==> config.mk <==
export PLATFORM = sky130hd
export DESIGN_NAME = gimbal_position_pid_with_speed_fir_top
export DESIGN_NICKNAME = d
export VERILOG_FILES = /design/src/rtl/gpf_pkg.sv /design/src/rtl/gpf_div.sv /design/src/rtl/gpf_datapath.sv /design/src/rtl/gpf_ctrl.sv /design/src/rtl/gimbal_position_pid_with_speed_fir_top.sv
export SDC_FILE = /design/constraint.sdc
export NUM_CORES = 2
export LEC_CHECK = 0
export ABC_AREA = 1
export BUFFER_PORTS_ARGS = -buffer_cell sky130_fd_sc_hd__buf_2
export CAP_MARGIN = 15
export CORE_MARGIN = 2
export CORE_UTILIZATION = 60
export DETAILED_ROUTE_END_ITERATION = 8
export HOLD_SLACK_MARGIN = 0.08
export PLACE_DENSITY = 0.76
export SYNTH_ARGS = -nofsm -noshare
export SYNTH_HDL_FRONTEND = slang
export SYNTH_SLANG_ARGS = --single-unit
==> constraint.sdc <==
create_clock -name clk -period 13.84 [get_ports clk]
set_clock_uncertainty 0.15 [all_clocks]
set_input_delay 0.692 -clock clk [delete_from_list [all_inputs] [get_ports clk]]
set_output_delay 0.692 -clock clk [all_outputs]
set_load 0.02 [all_outputs]
==> src/rtl/gpf_pkg.sv <==
package gpf_pkg;

	localparam int WINDOW_LEN   = 50;
	localparam int TICK_RATE_HZ = 1000;
	localparam int LOST_LIMIT   = 10;
	localparam int OUTPUT_LIMIT = 10000;

	localparam int ANGLE_W  = 16;
	localparam int DIFF_W   = ANGLE_W + 1;
	localparam int GAIN_W   = 16;
	localparam int ILIM_W   = 15;
	localparam int MISS_W   = 4;
	localparam int SLOT_W   = $clog2(WINDOW_LEN);
	localparam int GSUM_W   = $clog2(WINDOW_LEN * 15 + 1);
	localparam int RING_W   = ANGLE_W + MISS_W;
	localparam int SPEED_W  = 32;
	localparam int INTEG_W  = 32;
	localparam int DRIVE_W  = 15;
	localparam int DIVD_W   = $clog2(65535 * TICK_RATE_HZ + 1);
	localparam int DCNT_W   = $clog2(DIVD_W + 1);
	localparam int MUL_A_W  = 32;
	localparam int MUL_B_W  = GAIN_W + 1;
	localparam int PROD_W   = MUL_A_W + MUL_B_W;
	localparam int ACC_W    = PROD_W + 2;
	localparam int CFG_IDX_W  = 3;
	localparam int CFG_DATA_W = 16;

	typedef struct packed {
		logic                      encoder_fresh;
		logic signed [ANGLE_W-1:0] encoder_angle;
	} sample_t;

	typedef struct packed {
		logic signed [DRIVE_W-1:0] drive_current;
		logic signed [SPEED_W-1:0] speed_estimate;
	} command_t;

	typedef enum logic [CFG_IDX_W-1:0] {
		REG_SETPOINT  = 3'd0,
		REG_GAIN_P    = 3'd1,
		REG_GAIN_I    = 3'd2,
		REG_GAIN_D    = 3'd3,
		REG_INT_LIMIT = 3'd4
	} reg_index_t;

	typedef enum logic [1:0] {
		MUL_DIFF_RATE,
		MUL_ERR_I,
		MUL_ERR_P,
		MUL_SPD_D
	} mul_sel_t;

	typedef enum logic [3:0] {
		ST_IDLE,
		ST_TICK,
		ST_RATE,
		ST_DIV_START,
		ST_DIV,
		ST_SPEED,
		ST_ERR,
		ST_MUL_I,
		ST_INT,
		ST_MUL_P,
		ST_ACC,
		ST_SUB,
		ST_DONE
	} state_t;

	typedef struct packed {
		logic     load_in;
		logic     ring_upd;
		logic     miss_upd;
		logic     mul_en;
		mul_sel_t mul_sel;
		logic     div_start;
		logic     spd_upd;
		logic     err_upd;
		logic     int_upd;
		logic     acc_init;
		logic     acc_sub;
		logic     out_load;
	} dp_cmd_t;

	typedef struct packed {
		logic fresh;
		logic div_last;
	} dp_status_t;

endpackage

==> src/rtl/gpf_div.sv <==
module gpf_div (
	input  logic                           clk,
	input  logic                           arst_n,
	input  logic                           start,
	input  logic [gpf_pkg::DIVD_W-1:0]     dividend,
	input  logic [gpf_pkg::GSUM_W-1:0]     divisor,
	output logic                           last,
	output logic [gpf_pkg::DIVD_W-1:0]     quotient
);
	import gpf_pkg::*;

	logic [DCNT_W-1:0] cnt_q;
	logic [DIVD_W-1:0] dvd_q;
	logic [GSUM_W-1:0] rem_q;
	logic [GSUM_W-1:0] dsr_q;
	logic [GSUM_W:0]   rem_sh;
	logic              qbit;

	always_comb begin
		rem_sh = {rem_q, dvd_q[DIVD_W-1]};
		qbit   = (rem_sh >= {1'b0, dsr_q});
	end

	always_ff @(posedge clk or negedge arst_n) begin
		if (!arst_n) begin
			cnt_q <= '0;
		end else if (start) begin
			cnt_q <= DCNT_W'(DIVD_W);
		end else if (cnt_q != '0) begin
			cnt_q <= cnt_q - 1'b1;
		end
	end

	always_ff @(posedge clk) begin
		if (start) begin
			dvd_q <= dividend;
			rem_q <= '0;
			dsr_q <= divisor;
		end else if (cnt_q != '0) begin
			dvd_q <= {dvd_q[DIVD_W-2:0], qbit};
			if (qbit) begin
				rem_q <= GSUM_W'(rem_sh - {1'b0, dsr_q});
			end else begin
				rem_q <= rem_sh[GSUM_W-1:0];
			end
		end
	end

	assign last     = (cnt_q == DCNT_W'(1));
	assign quotient = dvd_q;

endmodule

==> src/rtl/gpf_datapath.sv <==
module gpf_datapath (
	input  logic                            clk,
	input  logic                            arst_n,
	input  gpf_pkg::dp_cmd_t                cmd,
	output gpf_pkg::dp_status_t             status,
	input  gpf_pkg::sample_t                sample,
	output gpf_pkg::command_t               command,
	input  logic                            cfg_we,
	input  logic [gpf_pkg::CFG_IDX_W-1:0]   cfg_index,
	input  logic [gpf_pkg::CFG_DATA_W-1:0]  cfg_data
);
	import gpf_pkg::*;

	logic signed [ANGLE_W-1:0] setpoint_q;
	logic [GAIN_W-1:0]         gain_p_q;
	logic [GAIN_W-1:0]         gain_i_q;
	logic [GAIN_W-1:0]         gain_d_q;
	logic [ILIM_W-1:0]         ilim_q;

	logic                      fresh_q;
	logic signed [ANGLE_W-1:0] angle_q;

	logic [RING_W-1:0]         ring_mem [WINDOW_LEN];
	logic [RING_W-1:0]         ring_rd_q;
	logic [WINDOW_LEN-1:0]     ring_vld_q;
	logic [SLOT_W-1:0]         slot_q;
	logic [MISS_W-1:0]         miss_q;
	logic [GSUM_W-1:0]         gsum_q;
	logic signed [ANGLE_W-1:0] latest_angle_q;
	logic signed [SPEED_W-1:0] speed_q;
	logic signed [INTEG_W-1:0] integ_q;

	logic signed [DIFF_W-1:0]  diff_q;
	logic signed [DIFF_W-1:0]  err_q;
	logic signed [PROD_W-1:0]  prod_q;
	logic signed [ACC_W-1:0]   acc_q;
	logic                      neg_q;
	command_t                  command_q;

	logic signed [ANGLE_W-1:0] ring_angle;
	logic [MISS_W-1:0]         ring_gap;
	logic [MISS_W:0]           miss_inc;
	logic signed [MUL_A_W-1:0] mul_a;
	logic signed [MUL_B_W-1:0] mul_b;
	logic signed [PROD_W-1:0]  prod_mag;
	logic [DIVD_W-1:0]         div_dvd;
	logic [DIVD_W-1:0]         div_quot;
	logic                      div_last;
	logic signed [SPEED_W-1:0] quot_ext;
	logic signed [ACC_W-1:0]   integ_w;
	logic signed [ACC_W-1:0]   ilim_w;
	logic signed [ACC_W-1:0]   integ_clamp;
	logic signed [ACC_W-1:0]   drive_w;
	logic signed [ACC_W-1:0]   drive_sat;

	localparam logic signed [ACC_W-1:0] OUT_MAX = ACC_W'(OUTPUT_LIMIT);

	always_ff @(posedge clk or negedge arst_n) begin
		if (!arst_n) begin
			setpoint_q <= '0;
			gain_p_q   <= '0;
			gain_i_q   <= '0;
			gain_d_q   <= '0;
			ilim_q     <= '0;
		end else if (cfg_we) begin
			unique case (cfg_index)
				REG_SETPOINT:  setpoint_q <= $signed(cfg_data[ANGLE_W-1:0]);
				REG_GAIN_P:    gain_p_q   <= cfg_data[GAIN_W-1:0];
				REG_GAIN_I:    gain_i_q   <= cfg_data[GAIN_W-1:0];
				REG_GAIN_D:    gain_d_q   <= cfg_data[GAIN_W-1:0];
				REG_INT_LIMIT: ilim_q     <= cfg_data[ILIM_W-1:0];
				default: ;
			endcase
		end
	end

	always_ff @(posedge clk) begin
		if (cmd.load_in) begin
			fresh_q <= sample.encoder_fresh;
			angle_q <= sample.encoder_angle;
		end
	end

	always_ff @(posedge clk) begin
		if (cmd.ring_upd) begin
			ring_mem[slot_q] <= {angle_q, miss_q};
		end
		ring_rd_q <= ring_mem[slot_q];
	end

	always_comb begin
		if (ring_vld_q[slot_q]) begin
			ring_angle = $signed(ring_rd_q[RING_W-1:MISS_W]);
			ring_gap   = ring_rd_q[MISS_W-1:0];
		end else begin
			ring_angle = '0;
			ring_gap   = '0;
		end
		miss_inc = {1'b0, miss_q} + 1'b1;
	end

	always_ff @(posedge clk or negedge arst_n) begin
		if (!arst_n) begin
			ring_vld_q     <= '0;
			slot_q         <= '0;
			miss_q         <= '0;
			gsum_q         <= '0;
			latest_angle_q <= '0;
			speed_q        <= '0;
			integ_q        <= '0;
		end else begin
			if (cmd.ring_upd) begin
				ring_vld_q[slot_q] <= 1'b1;
				slot_q <= (slot_q == SLOT_W'(WINDOW_LEN - 1)) ? '0 : slot_q + 1'b1;
				gsum_q <= gsum_q + GSUM_W'(miss_q) - GSUM_W'(ring_gap);
				latest_angle_q <= angle_q;
				miss_q <= MISS_W'(1);
			end
			if (cmd.miss_upd) begin
				miss_q <= (miss_inc > (MISS_W+1)'(LOST_LIMIT)) ? MISS_W'(1)
					: miss_inc[MISS_W-1:0];
			end
			if (cmd.spd_upd) begin
				if (gsum_q == '0) begin
					speed_q <= '0;
				end else begin
					speed_q <= neg_q ? -quot_ext : quot_ext;
				end
			end
			if (cmd.int_upd) begin
				integ_q <= integ_clamp[INTEG_W-1:0];
			end
		end
	end

	always_comb begin
		unique case (cmd.mul_sel)
			MUL_DIFF_RATE: begin
				mul_a = MUL_A_W'(diff_q);
				mul_b = MUL_B_W'(TICK_RATE_HZ);
			end
			MUL_ERR_I: begin
				mul_a = MUL_A_W'(err_q);
				mul_b = $signed({1'b0, gain_i_q});
			end
			MUL_ERR_P: begin
				mul_a = MUL_A_W'(err_q);
				mul_b = $signed({1'b0, gain_p_q});
			end
			MUL_SPD_D: begin
				mul_a = speed_q;
				mul_b = $signed({1'b0, gain_d_q});
			end
			default: begin
				mul_a = '0;
				mul_b = '0;
			end
		endcase
	end

	always_comb begin
		prod_mag = prod_q[PROD_W-1] ? -prod_q : prod_q;
		div_dvd  = prod_mag[DIVD_W-1:0];
		quot_ext = $signed({{(SPEED_W-DIVD_W){1'b0}}, div_quot});

		integ_w = ACC_W'(integ_q) + ACC_W'(prod_q >>> 4);
		ilim_w  = $signed(ACC_W'({ilim_q, 16'b0}));
		if (integ_w > ilim_w) begin
			integ_clamp = ilim_w;
		end else if (integ_w < -ilim_w) begin
			integ_clamp = -ilim_w;
		end else begin
			integ_clamp = integ_w;
		end

		drive_w = acc_q >>> 20;
		if (drive_w > OUT_MAX) begin
			drive_sat = OUT_MAX;
		end else if (drive_w < -OUT_MAX) begin
			drive_sat = -OUT_MAX;
		end else begin
			drive_sat = drive_w;
		end
	end

	always_ff @(posedge clk) begin
		if (cmd.ring_upd) begin
			diff_q <= DIFF_W'(angle_q) - DIFF_W'(ring_angle);
		end
		if (cmd.err_upd) begin
			err_q <= DIFF_W'(setpoint_q) - DIFF_W'(latest_angle_q);
		end
		if (cmd.mul_en) begin
			prod_q <= mul_a * mul_b;
		end
		if (cmd.div_start) begin
			neg_q <= prod_q[PROD_W-1];
		end
		if (cmd.acc_init) begin
			acc_q <= ACC_W'(prod_q) + (ACC_W'(integ_q) <<< 4);
		end else if (cmd.acc_sub) begin
			acc_q <= acc_q - ACC_W'(prod_q);
		end
		if (cmd.out_load) begin
			command_q.drive_current  <= drive_sat[DRIVE_W-1:0];
			command_q.speed_estimate <= speed_q;
		end
	end

	gpf_div u_div (
		.clk      (clk),
		.arst_n   (arst_n),
		.start    (cmd.div_start),
		.dividend (div_dvd),
		.divisor  (gsum_q),
		.last     (div_last),
		.quotient (div_quot)
	);

	assign status.fresh    = fresh_q;
	assign status.div_last = div_last;
	assign command         = command_q;

endmodule

==> src/rtl/gpf_ctrl.sv <==
module gpf_ctrl (
	input  logic                 clk,
	input  logic                 arst_n,
	input  logic                 sample_valid,
	output logic                 sample_stall,
	output logic                 command_valid,
	input  logic                 command_stall,
	input  gpf_pkg::dp_status_t  status,
	output gpf_pkg::dp_cmd_t     cmd
);
	import gpf_pkg::*;

	state_t state_q;
	state_t state_d;
	logic   valid_q;
	logic   out_free;

	assign out_free = !valid_q || !command_stall;

	always_ff @(posedge clk or negedge arst_n) begin
		if (!arst_n) begin
			state_q <= ST_IDLE;
			valid_q <= 1'b0;
		end else begin
			state_q <= state_d;
			if (cmd.out_load) begin
				valid_q <= 1'b1;
			end else if (!command_stall) begin
				valid_q <= 1'b0;
			end
		end
	end

	always_comb begin
		state_d      = state_q;
		cmd          = '0;
		cmd.mul_sel  = MUL_DIFF_RATE;
		sample_stall = 1'b1;
		unique case (state_q)
			ST_IDLE: begin
				sample_stall = 1'b0;
				if (sample_valid) begin
					cmd.load_in = 1'b1;
					state_d     = ST_TICK;
				end
			end
			ST_TICK: begin
				if (status.fresh) begin
					cmd.ring_upd = 1'b1;
					state_d      = ST_RATE;
				end else begin
					cmd.miss_upd = 1'b1;
					state_d      = ST_ERR;
				end
			end
			ST_RATE: begin
				cmd.mul_en  = 1'b1;
				cmd.mul_sel = MUL_DIFF_RATE;
				state_d     = ST_DIV_START;
			end
			ST_DIV_START: begin
				cmd.div_start = 1'b1;
				state_d       = ST_DIV;
			end
			ST_DIV: begin
				if (status.div_last) begin
					state_d = ST_SPEED;
				end
			end
			ST_SPEED: begin
				cmd.spd_upd = 1'b1;
				state_d     = ST_ERR;
			end
			ST_ERR: begin
				cmd.err_upd = 1'b1;
				state_d     = ST_MUL_I;
			end
			ST_MUL_I: begin
				cmd.mul_en  = 1'b1;
				cmd.mul_sel = MUL_ERR_I;
				state_d     = ST_INT;
			end
			ST_INT: begin
				cmd.int_upd = 1'b1;
				state_d     = ST_MUL_P;
			end
			ST_MUL_P: begin
				cmd.mul_en  = 1'b1;
				cmd.mul_sel = MUL_ERR_P;
				state_d     = ST_ACC;
			end
			ST_ACC: begin
				cmd.acc_init = 1'b1;
				cmd.mul_en   = 1'b1;
				cmd.mul_sel  = MUL_SPD_D;
				state_d      = ST_SUB;
			end
			ST_SUB: begin
				cmd.acc_sub = 1'b1;
				state_d     = ST_DONE;
			end
			ST_DONE: begin
				if (out_free) begin
					cmd.out_load = 1'b1;
					state_d      = ST_IDLE;
				end
			end
			default: begin
				state_d = ST_IDLE;
			end
		endcase
	end

	assign command_valid = valid_q;

endmodule

==> src/rtl/gimbal_position_pid_with_speed_fir_top.sv <==
// channel   dir  handshake                      word
// sample    in   sample_valid / sample_stall    encoder_fresh, encoder_angle
// command   out  command_valid / command_stall  drive_current, speed_estimate
// cfg       in   cfg_valid / cfg_ready          cfg_index, cfg_data
//
// A fresh word runs the rate product through the one-bit-per-cycle speed divider;
// a missed-sample word skips the divider and goes straight to the shared multiplier.
// Reset clears the window ring through per-slot valid bits; no clearing pass.
// A finished word waits in the command register while the next sample is taken;
// the sequencer holds before loading only while that register is still stalled.
module gimbal_position_pid_with_speed_fir_top (
	input  logic                            clk,
	input  logic                            arst_n,
	input  logic                            sample_valid,
	output logic                            sample_stall,
	input  gpf_pkg::sample_t                sample,
	output logic                            command_valid,
	input  logic                            command_stall,
	output gpf_pkg::command_t               command,
	input  logic                            cfg_valid,
	output logic                            cfg_ready,
	input  logic [gpf_pkg::CFG_IDX_W-1:0]   cfg_index,
	input  logic [gpf_pkg::CFG_DATA_W-1:0]  cfg_data
);
	import gpf_pkg::*;

	dp_cmd_t    cmd;
	dp_status_t status;

	assign cfg_ready = 1'b1;

	gpf_ctrl u_ctrl (
		.clk           (clk),
		.arst_n        (arst_n),
		.sample_valid  (sample_valid),
		.sample_stall  (sample_stall),
		.command_valid (command_valid),
		.command_stall (command_stall),
		.status        (status),
		.cmd           (cmd)
	);

	gpf_datapath u_dp (
		.clk       (clk),
		.arst_n    (arst_n),
		.cmd       (cmd),
		.status    (status),
		.sample    (sample),
		.command   (command),
		.cfg_we    (cfg_valid && cfg_ready),
		.cfg_index (cfg_index),
		.cfg_data  (cfg_data)
	);

endmodule

# Word level (Yosys, flattened, before mapping)
# Memories as Yosys holds them, arrays and structs flattened. A register that Yosys moved wholly into a read port is not among the register bits.
# Cells that the tools add are included.
classes:
  order_cmp: 8
  n_mul: 1
  n_reduce_logical: 20
  add_sub_neg: 14
  n_eq_ne: 25
  bitwise_logic: 1
  muxes: 49
op_table:
  columns: ["operator", "count"]
  rows:
  - ["32-bit two-way mux", 4]
  - ["51-bit two-way mux", 2]
  - ["32-bit case mux with 3 select lines", 1]
  - ["26-bit two-way mux", 3]
  - ["17-bit case mux with 4 select lines", 1]
  - ["4-bit case mux with 13 select lines", 1]
  - ["46-bit by 51-bit less-than comparator with 1-bit output", 1]
  - ["31-bit negator with 51-bit output", 1]
  - ["51-bit by 49-bit subtractor with 51-bit output", 1]
  - ["49-bit by 36-bit adder with 50-bit output", 1]
  - ["50-bit OR", 1]
  - ["32-bit by 17-bit multiplier with 49-bit output", 1]
  - ["32-bit by 45-bit adder with 46-bit output", 1]
  - ["46-bit by 32-bit > comparator with 1-bit output", 1]
  - ["16-bit by 16-bit subtractor with 17-bit output", 2]
  - ["26-bit negator with 32-bit output", 1]
  - ["31-bit by 15-bit > comparator with 1-bit output, second input constant", 1]
  - ["31-bit by 15-bit less-than comparator with 1-bit output, second input constant", 1]
  - ["4-bit two-way mux", 7]
  - ["26-bit negator", 1]
  - ["4-bit == test, second input constant", 5]
  - ["1-bit two-way mux", 19]
  - ["4-bit by 3-bit == test with 1-bit output, second input constant", 4]
  - ["16-bit two-way mux", 1]
  - ["other kinds (42)", 56]
word_totals:
  out_inout_bits: 50
  ff_bits: 484
  ramBits: 1000
  elab_cells: 147
  memories: 1
  in_bits: 41
memory_table:
  columns: ["memory", "depth", "word_bits", "read_ports", "rd_clocked_by_memory_dff", "write_ports", "line_no", "source"]
  rows:
  - ["u_dp.ring_mem", 50, 20, 1, 1, 1, "gpf_datapath.sv:23", "logic [RING_W-1:0] ring_mem [WINDOW_LEN];"]

# Depth between registers and ports, before layout
logic_depth:
  depth_word: 6
  depth_mapped: 46
  mapped_depth_nobuf: 44

# Hierarchy
# Synthesis repeated with hierarchy kept, for this count alone.
unflattened:
  hier_cells: 8403
  hier_area_um2: 85973.7
by_module_without_submodules:
  columns: ["mod", "area_per_inst_um2", "cells_per_inst", "n_inst", "seq_area_each_um2"]
  rows:
  - ["gpf_datapath", 82795.7, 8005, 1, 42135.4]
  - ["gpf_div", 2778.9, 331, 1, 1406.3]
  - ["gpf_ctrl", 387.9, 65, 1, 125.1]
  - ["gimbal_position_pid_with_speed_fir_top", 11.3, 2, 1, 0.0]

# Worst setup path before layout
# OpenSTA, ideal clock, no wires.
synth_timing:
  path_kind: "reg2reg"
  from: "register u_ctrl.state_q[2]"
  to: "register u_dp.prod_q[44], data pin"
  setup_slack_ns: 5.795
  required_ns: 13.434
  n_path_buf: 4
  synth_period_minus_slack_ns: 8.045
  setup_ns: 0.256
  arrival_time_ns: 7.638
  path_stages_with_launch: 40
  cell_sequence: "dfrtp_1 -> nor2_1 -> inv_1 -> nor2_1 -> clkbuf_1 -> nor2_1 -> inv_1 -> ha_1 -> clkbuf_1 -> clkbuf_1 -> nand2_1 -> nand3_1 -> nand2_1 -> inv_1 -> clkbuf_1 -> nand2_1 -> fa_1 -> inv_1 -> [... 4 more ...] -> fa_1 -> fa_1 -> inv_1 -> fa_1 -> inv_1 -> ha_1 -> a21oi_1 -> o21a_1 -> a21boi_0 -> o21bai_1 -> nand3_1 -> nand2_1 -> nand2_1 -> o211ai_1 -> nand2_1 -> inv_1 -> o21bai_1 -> nand2_1"
synth_via:
  elab_chain_cells: 6
  elab_cells_between_ends: 13
  classes_between: "1 x mul; 7 x eq/ne; 3 x mux; 2 x reduce/logical"
synth_rtl:
  columns: ["element", "line_no", "source"]
  rows:
  - ["start: declaration", "gpf_ctrl.sv:13", "state_t state_q;"]
  - ["start signal: assignment", "gpf_ctrl.sv:25", "state_q <= state_d;"]
  - ["4-bit == test (tied with other cells)", "gpf_ctrl.sv:39", "unique case (state_q)"]
  - ["3-bit case mux with 4 select lines (*)", "gpf_ctrl.sv:39", null]
  - ["2-bit by 1-bit == test with 1-bit output / 2-bit == test (equally long branches)", "gpf_datapath.sv:137", "unique case (cmd.mul_sel)"]
  - ["2-bit OR reduction (no source line)", null, null]
  - ["32-bit case mux with 3 select lines", "gpf_datapath.sv:137", null]
  - ["32-bit by 17-bit multiplier with 49-bit output (*)", "gpf_datapath.sv:194", "prod_q <= mul_a * mul_b;"]
  - ["end signal: assignment", "gpf_datapath.sv:194", null]
  - ["end: declaration", "gpf_datapath.sv:35", "logic signed [PROD_W-1:0] prod_q;"]
# Mark *: on every way between the ends. The rest lies on a longest branch, timed or not. The select of a mux whose other input is x is not followed.
# A chain may end at the register's enable or synchronous reset.

# Final worst setup path
layout_timing:
  from: "register u_ctrl.state_q[0]"
  to: "register u_dp.prod_q[44], data pin"
# The elaborated chain is that of the path after synthesis.

==> results.yml <==
global_route:
  grt_max_degree: 119
  track_usage: 0.3702
  grt.met2_usage: 0.5789
  grt_overflow: 0
  grt_pass1_wl_mm: 398.9
  grt_util_met1: 0.4946
  antenna_found_initial: 9
  met3_usage: 0.07837
  grt_pass1_vias: 63280
  gr-max-usage-layer: "met2"
worst_setup_path:
  slowest_delay_ns: 1.14
  worstSetupEndpointType: "register"
  cp-start-kind: "register"
  worstPathRequired_ns: 14.22
  cp_top_family: "adder cells"
  path_buf_inv: 9
  path_class: "reg -> reg"
  cpMostUsedCell: "inv_1"
  cp_slowest_cell: "o21ai_0"
  arrival_ns: 10.34
  cp_max_fo: 18
floorplanning:
  die_w_um: 381.4
  start_util: 0.6043
  io_pins: 91
  core_area_um2: 141400
  die_area_um2: 145500
  die_h_um: 381.4
  fp-row-count: 138
timing:
  period_share: 0.7194
  post-route-min-period_ns: 9.956
  slew_violations: 0
  worst_pin_slew_ns: 1.352
  setup-tns-final_ns: 0
  setup-violations-final: 0
  finalHoldViolations: 0
  rsz0062_at_grt: "no"
  fmax_ghz: 0.1004
  relSlewSlack: 0.09868
  fin_ws_ns: 3.884
synth:
  syn_nets: 9149
  synth_compound_area_frac: 0.09541
  synth_fa_ha_area_frac: 0.1653
  synth.most_common_cell: "nand2_1"
  synth_xor_area_frac: 0.01927
  ys_ff_latch: 1504
  synthArstFlopShare: 0.1589
  yosysSeqAreaShare: 0.5110
  yosys.area_share.simple: 0.1404
  synth_top_family_by_area: "adder cells"
  synth_area_um2: 85450
  synth_common_cells: "nand2_1, inv_1, edfxtp_1"
  syn_inst: 8278
  ys_warn_count: 0
  synth_top_area_frac: 0.4340
  ys_types: 65
  synth_ff_type: "edfxtp_1"
  synth_edf_count: 1235
  yosys.area.top_type: "edfxtp_1"
  muxShareOfSynthArea: 0
  synthTopCellsByArea: "edfxtp_1, fa_1, nand2_1, dfrtp_1, inv_1"
  avgSynthCellArea_um2: 10.32
job:
  cap_violations: 0
clocking:
  numCtsBuffers: 154
  clk_latency_ns: 0.84
  htreeDepth: 4
  cts_tree: "yes"
  clk_pin_slew_ns: 0.06
  cts.sinks: 1504
  clock_path_buffers: 3
  cts-root-buf: "clkbuf_16"
  cts_resized: 0
final_layout:
  fillerInstances: 10770
  multi_input_area_um2: 36160
  area_delta_synth_final_pct: 10.07
  layout.nets: 9283
  fin_area_um2: 94060
  final_layout_size_suffix_gt1_frac: 0.07234
  ff_latch_area_um2: 43670
detailed_routing:
  drt_iter0_drc: 7045
  num_vias: 63690
  drc: 0
  via_per_inst: 6.104
  avgRoutedWirePerCell_um: 25.70
  firstDrtPassIters: 9
  wirelength_mm: 268.2
  postRouteAntennaNets: 0
placed_design:
  place_worst_setup_slack_ns: 4.105
  dp_hpwl_mm: 187.3
  placed_area_um2: 88540
  io_buffers: 89
  gp_congestion: 1.016
outcome:
  status: "finished, final reports clean"
hold_path:
  hold_class: "in -> reg"
-- cell usage in the layout (no fill, tap or decap), types with 23 or more instances in the layout --
master and count:
a21oi_1 309, a221oi_1 115, a22o_1 113, a22oi_1 139, a31oi_1 43, buf_2 88
buf_4 143, clkbuf_1 35, clkbuf_16 155, clkinv_1 34, clkinv_2 25, dfrtp_1 235
dfxtp_1 30, dlygate4sd3_1 23, edfxtp_1 1235, fa_1 498, ha_1 332, inv_1 1239
nand2_1 1748, nand3_1 191, nand4_1 169, nor2_1 566, nor2_2 59, nor3_1 55
o21a_1 31, o21ai_0 431, o22ai_1 28, or2_2 37, xnor2_1 59, xor2_1 124
-- metrics by stage --
stage               hold WS [ns]  instances    util
floorplan                 0.2464       8278       -
global placement          0.2826      10120  0.6261
detailed placement        0.2836      10120  0.6261
CTS                      0.08085      10430  0.6645
global route              0.1073      10430  0.6651
finish                    0.1103      10430  0.6651
-- registers in the layout (all words and copies together), names as in the netlist, 16 cells and up --
register and flops:
u_dp.err_q 17, u_dp.ring_rd_q 20, u_dp.integ_q 32, u_dp.acc_q 51, u_dp.prod_q 49, u_dp.latest_angle_q 16, u_dp.ring_mem 1000, u_dp.angle_q 16
u_dp.gain_d_q 16, u_dp.gain_p_q 16, u_dp.diff_q 17, u_dp.ring_vld_q 50, u_dp.setpoint_q 16, u_dp.speed_q 32, u_dp.gain_i_q 16, u_dp.u_div.quotient 26
u_dp.command 47
-- cells by family (layout without fill, tap and decap cells) --
| logic type | count (synthesis) | after routing |
|---|---|---|
| simple gates | 2909 | 2909 |
| xor+xnor | 185 | 185 |
| other cells | 1 | 2 |
| fa+ha+maj | 830 | 830 |
| compound gates | 1303 | 1303 |
| buf+inv | 1546 | 1811 |
| flops | 1504 | 1504 |
-- routing by layer --
metal / share of wire / vias up
met4: 0.057 / 12
met2: 0.46 / 3682
met3: 0.11 / 695
met5: 0.00035 / -
li1: - / 28010
met1: 0.38 / 31300
-- cell type report --
class,count,share of cell area
multi-input cells,5228,0.3845
clock inverters,90,0.01164
clock buffers,197,0.04366
flip-flops and latches,1504,0.4643
inverters,1261,0.05032
well taps,1890,0.02514
repair buffers,263,0.02042
diodes,1,0.00002660
-- worst register-to-register path: cells and delay by family, from the launching register on --
kind | cells | cell delay (ns)
AND/OR/NAND/NOR | 9 | 1.26
flip-flops | 1 | 0.43
AO/OA/AOI/OAI | 7 | 2.47
adder cells (fa/ha/maj) | 8 | 3.70
buffers and inverters | 9 | 1.69
-- timing repair --
action | CTS | global route
endpoints found under the hold margin | 115 | 0
hold buffers | 23 | 0
endpoints found under the setup margin | 0 | 0
buffers inserted | 0 | 0
-- path summary, 6_finish.rpt --
| check | from | end | slack (ns) | cells after the start |
|---|---|---|---|---|
| worst max-delay path | u_ctrl.state_q[0]$_DFFE_PN0P_ | u_dp.prod_q[44]$_DFFE_PP_ | 3.88 | 33 |
| worst min-delay path | cfg_data[12] | u_dp.ilim_q[12]$_DFFE_PN0P_ | 0.11 | 3 |
| worst max register to register | u_ctrl.state_q[0]$_DFFE_PN0P_ | u_dp.prod_q[44]$_DFFE_PP_ | 3.88 | 33 |
| worst min register to register | u_dp.speed_q[24]$_DFFE_PN0P_ | u_dp.command[24]$_DFFE_PP_ | 0.30 | 0 |
| max in group asynchronous | arst_n | u_dp.miss_q[0]$_DFFE_PN0P_ | 11.53 | 3 |
| min in group asynchronous | arst_n | u_ctrl.command_valid$_DFFE_PN0P_ | 0.29 | 2 |
Power is not shown: default switching activity piles up to over one toggle a cycle in this logic, so the estimate is an artifact.
